`config.mk`:
```
export PLATFORM = sky130hd
export DESIGN_NAME = qrs_sqrt
export DESIGN_NICKNAME = d
export VERILOG_FILES = /design/src/hw/rtl/qrs_sqrt.sv
export SDC_FILE = /design/constraint.sdc
export NUM_CORES = 2
export LEC_CHECK = 0
export BUFFER_PORTS_ARGS = -buffer_cell sky130_fd_sc_hd__buf_2
export CORE_MARGIN = 2
export CORE_UTILIZATION = 50
export DETAILED_ROUTE_END_ITERATION = 12
export GPL_ROUTABILITY_DRIVEN = 1
export PLACE_DENSITY = 0.73
export SYNTH_ARGS = -nofsm -noshare
export SYNTH_HDL_FRONTEND = slang
export SYNTH_MEMORY_MAX_BITS = 65536
export SYNTH_SLANG_ARGS = --single-unit
```
`constraint.sdc`:
```
create_clock -name i_clk -period 4.1 [get_ports i_clk]
set_input_delay 0.205 -clock i_clk [delete_from_list [all_inputs] [get_ports i_clk]]
set_output_delay 0.205 -clock i_clk [all_outputs]
set_load 0.01 [all_outputs]
```
`src/hw/rtl/qrs_sqrt.sv`:
```
// Pipelined fixed-point square root, one result bit per stage.
module qrs_sqrt #(
    parameter int IN_BITS = 34,
    parameter int FRAC_BITS = 16,
    parameter int TAG_BITS = 8
) (
    input  logic                            i_clk,
    input  logic                            i_rst_n,
    input  logic                            i_valid,
    input  logic [IN_BITS-1:0]              i_radicand,
    input  logic [TAG_BITS-1:0]             i_tag,
    output logic                            o_valid,
    output logic [(IN_BITS+1)/2+FRAC_BITS-1:0] o_root,
    output logic [TAG_BITS-1:0]             o_tag
);
    localparam int RB = (IN_BITS + 1) / 2 + FRAC_BITS;
    localparam int XB = 2 * RB;
    localparam int REMB = RB + 2;

    logic [RB:0]            r_v;
    logic [XB-1:0]          r_x    [RB+1];
    logic [RB-1:0]          r_root [RB+1];
    logic [REMB-1:0]        r_rem  [RB+1];
    logic [TAG_BITS-1:0]    r_tag  [RB+1];

    always_ff @(posedge i_clk) begin
        if (!i_rst_n) begin
            r_v <= '0;
        end else begin
            r_v <= {r_v[RB-1:0], i_valid};
        end
    end

    always_ff @(posedge i_clk) begin
        r_x[0]    <= XB'(i_radicand) << (2 * FRAC_BITS);
        r_root[0] <= '0;
        r_rem[0]  <= '0;
        r_tag[0]  <= i_tag;
    end

    for (genvar k = 0; k < RB; k++) begin : g_stage
        logic [REMB-1:0] n_rem;
        logic [REMB-1:0] n_trial;
        always_comb begin
            n_rem   = {r_rem[k][REMB-3:0], r_x[k][XB-1:XB-2]};
            n_trial = {r_root[k], 2'b01};
        end
        always_ff @(posedge i_clk) begin
            r_x[k+1]   <= {r_x[k][XB-3:0], 2'b00};
            r_tag[k+1] <= r_tag[k];
            if (n_rem >= n_trial) begin
                r_rem[k+1]  <= n_rem - n_trial;
                r_root[k+1] <= {r_root[k][RB-2:0], 1'b1};
            end else begin
                r_rem[k+1]  <= n_rem;
                r_root[k+1] <= {r_root[k][RB-2:0], 1'b0};
            end
        end
    end

    assign o_valid = r_v[RB];
    assign o_root  = r_root[RB];
    assign o_tag   = r_tag[RB];
endmodule

```
# Yosys cells after proc, flatten, opt, wreduce, memory -nomap -nowiden
# Memories as Yosys holds them, arrays and structs flattened.
# Index checks and enable logic that the tools add are counted.
[classes]
addsub = 33
mul = 0
div = 0
n_lt_le_gt_ge = 33
eq_ne = 0
shifts = 0
n_mux = 165
n_bitwise = 66
reduce_logical = 0
[ops]
columns = ["operator", "n"]
rows = [
  ["$ge A35 B35 Y1", 33],
  ["$mux W35", 33],
  ["$sub A35 B35 Y35", 33],
  ["$mux W33", 33],
  ["$mux W1", 99],
  ["$or A1 B1 Y1", 66],
]
[totals]
register_bits = 34
latch_bits = 0
ramBits = 4760
romBits = 0
inputBits = 45
elab_cells = 302
mem_count = 4
[mem_list]
columns = ["memory", "depth", "width", "read_ports", "rd_ports_with_merged_regs", "write_ports", "line", "text"]
rows = [
  ["r_x", 34, 64, 33, 0, 34, "21", "logic [XB-1:0] r_x [RB+1];"],
  ["r_rem", 34, 35, 33, 0, 34, "23", "logic [REMB-1:0] r_rem [RB+1];"],
  ["r_root", 34, 33, 34, 0, 34, "22", "logic [RB-1:0] r_root [RB+1];"],
  ["r_tag", 34, 8, 34, 0, 34, "24", "logic [TAG_BITS-1:0] r_tag [RB+1];"],
]

# Longest topological paths before layout
# An unclocked memory read counts as a cell.
[depth]
word_depth = 5
mapped_depth = 14
depth_no_buf = 13

# Worst setup path before layout
# Ideal clock, no wire load.
[synth_path]
path_kind = "register -> register"
from = "mem r_root[30][5] (netlist bit)"
to = "mem r_rem[15][64] (netlist bit)"
t_arrival_ns = 3.167
required_ns = 3.969
slack_ns = 0.802
stages_incl_launch_ff = 13
n_path_buf = 2
synth_period_minus_slack_ns = 3.298
path_cell_list = "dfxtp_1 -> inv_1 -> ha_1 -> a21o_1 -> a221o_1 -> a211o_1 -> a31o_2 -> a41oi_1 -> o21ai_0 -> a31oi_1 -> clkbuf_1 -> clkbuf_1 -> o21ai_0"
[synth_lines]
columns = ["element", "line"]
rows = [
  ["start, declared", "22"],
  ["end, declared", "23"],
]

==> run metrics <==
Worst-Skew Late Latency 0.85 ns; ys async rst share 0%; Main synth FF type dfxtp_1; Crit Path Max Fanout 40; Final Setup Violations 0; Layout fillers 14400; PwrDens 599.5 nW/um^2; Die Height 415.6 um; gr usage total 20.31%; Die W 415.6 um; die area 172700 um^2; fin nets 9543; Post-Syn Area 84690 um^2; Setup Crit Path Kind flip-flop to flip-flop; routed len/inst 15.82 um; Avg Synthesized Cell Area 9.787 um^2; Clock Power Share 35.4%; Tmin final 3.817 ns; Pins Over Slew Limit 0; post-route setup slack 0.2833 ns; sw power 16.36 mW; io pins 87; DR pass1 iterations 8; EDFF count, synth 0; routed vias/inst 5.296; grt total ovfl 0; largest net degree at the start of global routing 60; part of the cycle the worst path needs 93.09%; Area Growth Syn to Fin 13.51%; worst hold path class flip-flop to flip-flop; DRC Markers 0; Startpoint Class flip-flop; Vias 59950; clock-pin slew on the worst setup and hold paths 0.06 ns; Post-Syn Nets 9277; register area share after synthesis 51.18%; Power, Total 57.63 mW; Core Region 168900 um^2; Logic pwr share 17.2%; H-tree level count 4; port bufs 86; first-pass GRT wire length 291400 um; RSZ-0062 raised after global routing no; Highest Clock Rate 0.2620 GHz; Fin. Hold Viols 0; Seq cells post-synth 2165; root buf cell clkbuf_16; final WL 179000 um; Iter 0 DRT Violations 3701; CP Data Arrival Time 4.53 ns; clock sink total 2165; Yosys warning count 0; antenna violations before repair 2; crit end category flip-flop; hold_ws 0.3075 ns; Distinct cells, synth 95; TritonCTS clock tree done; outcome completed; Place WS 0.2436 ns; headroom to the max-slew limit 29.35%; Post-Synthesis Cells 8653; area occupied by multi-input gates 37990 um^2; setup TNS 0 ns; initial core utilization 50.14%; Max IR drop VDD 487.6 uV; # rows 151; GP Congestion 0.9146; switching part of the total power 28.39%; detailed placer's ending HPWL 133200 um; Routed Antenna Nets 0; Max Root-Sink Buffers 3; skew final 0.06395 ns; Reg area 43340 um^2; worst-margin pin slew 1.033 ns; Seq pwr share 47.4%; max-cap violations 0; Internal 41.27 mW; Leak Pwr 45.83 nW; Worst Path Required 4.82 ns; CTS buffer count 206; fraction of layout cells with a size suffix above 1 6.957%; vias in the first global route 58930
## power groups by stage
stage | sequential, mW | clock (mW) | combinational, mW
2_1_floorplan | 26.7 | 0 | 7.81
3_3_place_gp | 27.7 | 0 | 9.55
3_5_place_dp | 27.7 | 0 | 9.76
4_1_cts | 27.3 | 20.9 | 9.93
5_1_grt | 27.7 | 21.7 | 11.2
6_report | 27.3 | 20.4 | 9.92
## final cells by class
class	instances	area share [%]
Timing Repair Buffer	221	1.768
Multi-Input combinational cell	5572	39.52
Tap cell	2218	2.887
Antenna cell	2	0.005206
Clock buffer	272	6.009
Inverter	753	2.940
Clock inverter	116	1.788
Sequential cell	2165	45.09
## cells in the final DEF, fill, tap and decap left out, types with 24 or more instances in the layout
cell	n
clkbuf_1	32
and2_1	68
a21o_1	215
mux2_2	58
o21a_1	94
clkbuf_8	31
buf_4	45
inv_1	748
nand3b_1	28
nor4_1	112
o31ai_1	59
o211ai_1	31
nand3_1	119
xnor2_1	360
clkinv_2	37
xor2_1	441
or3_1	84
nand4_1	62
dfxtp_1	2165
dlygate4sd3_1	87
nand2b_1	102
and3_1	57
o21ai_0	547
a21oi_1	489
buf_2	86
o21bai_1	60
nor2_1	488
a31oi_1	49
nand2_1	674
nor3_1	215
a211oi_1	61
or4_1	76
clkbuf_16	209
or2_2	44
ha_1	564
bufinv_16	34
nor3b_1	24
nor2b_1	72
## registers in the layout, summed over array words and instances, names as in the netlist
register / cells
r_x: 306
r_root: 561
r_tag: 272
r_rem: 992
r_v: 34
## worst max-delay path: stages (launching register included)
cell and delay, ns:
dfxtp_1 0.33, inv_1 0.05, ha_1 0.38, nand3_1 0.16, or4_1 0.62, a21bo_2 0.25, a21oi_1 0.35, nor3_1 0.19
o31ai_2 0.40, a31oi_4 0.41, buf_4 0.36, nand2_1 0.10, o21ai_0 0.08
## what timing repair did
action                     in CTS  in global routing
hold buffers                   87                  0
setup endpoints to repair       0                 11
hold endpoints to repair       76                  0
resized for setup               0                  1
setup buffers                   0                  0
## through the flow
| step | area, um^2 | util (%) | std cells |
|---|---|---|---|
| final | 96130 | 56.91 | 11320 |
| after global routing | 96120 | 56.91 | 11320 |
| after CTS | 96120 | 56.91 | 11320 |
| after detailed placement | 87750 | 51.95 | 10840 |
| after global placement | 87750 | 51.95 | 10840 |
| after floorplan | 84690 | - | 8653 |
## synth_stat cells (all sizes together), types with 17 or more instances
cell       n  area share, %
clkbuf   146           0.65
nor3     216            1.3
mux2      61           0.82
or2       47           0.35
nor2     489            2.2
xnor2    360            3.7
nand3    120           0.72
nor4b     22           0.23
inv      749            3.3
a21o     215            1.9
o31ai     60           0.53
nor3b     26           0.24
o21bai    60           0.53
nand3b    28           0.25
nand2b   102           0.75
nand4     62           0.46
and2      68           0.50
nor2b     72           0.53
buf       17           0.11
a211oi    63           0.57
a21oi    489            2.9
o21ai    549            3.2
ha       564            8.3
or4       79           0.71
dfxtp   2165             51
nor4     113           0.83
a21boi    23           0.20
and3      57           0.42
o21a      94           0.83
and4      19           0.20
or3       86           0.64
o211ai    31           0.27
a211o     21           0.22
xor2     441            4.6
nand2    674            3.0
a31oi     52           0.38
## routing by layer
layer / vias to the layer above / global-route usage (%) / routed length [um]
met3: 451 / 2.955 / 7494
met2: 1324 / 36.81 / 89400
met5: - / 0 / 0
met4: 0 / 8.672 / 7022
li1: 30200 / - / -
met1: 27980 / 23.77 / 75100
## final timing paths
path | start | end | slack [ns] | cells past startpoint
worst max-delay path | r_root[31][8] | r_rem[16][2] | 0.28 | 12
worst min-delay path | r_root[28][27] | r_root[29][28] | 0.31 | 0
worst max register to register | r_root[31][8] | r_rem[16][2] | 0.28 | 12
worst min register to register | r_root[28][27] | r_root[29][28] | 0.31 | 0
## kinds of logic after synthesis
kind of cell	count (synthesis)	share of synthesized area (%)
other	1	0.004428
xor gates and xnor gates	801	8.284
adders and majority gates	579	8.687
DFF	2165	51.18
muxes	67	0.8909
AOI/OAI and AO/OA	1818	13.30
buffers and inverters	916	4.092
and+or+nand+nor	2306	13.56
No activity file was read; power rests on OpenSTA's default activity.
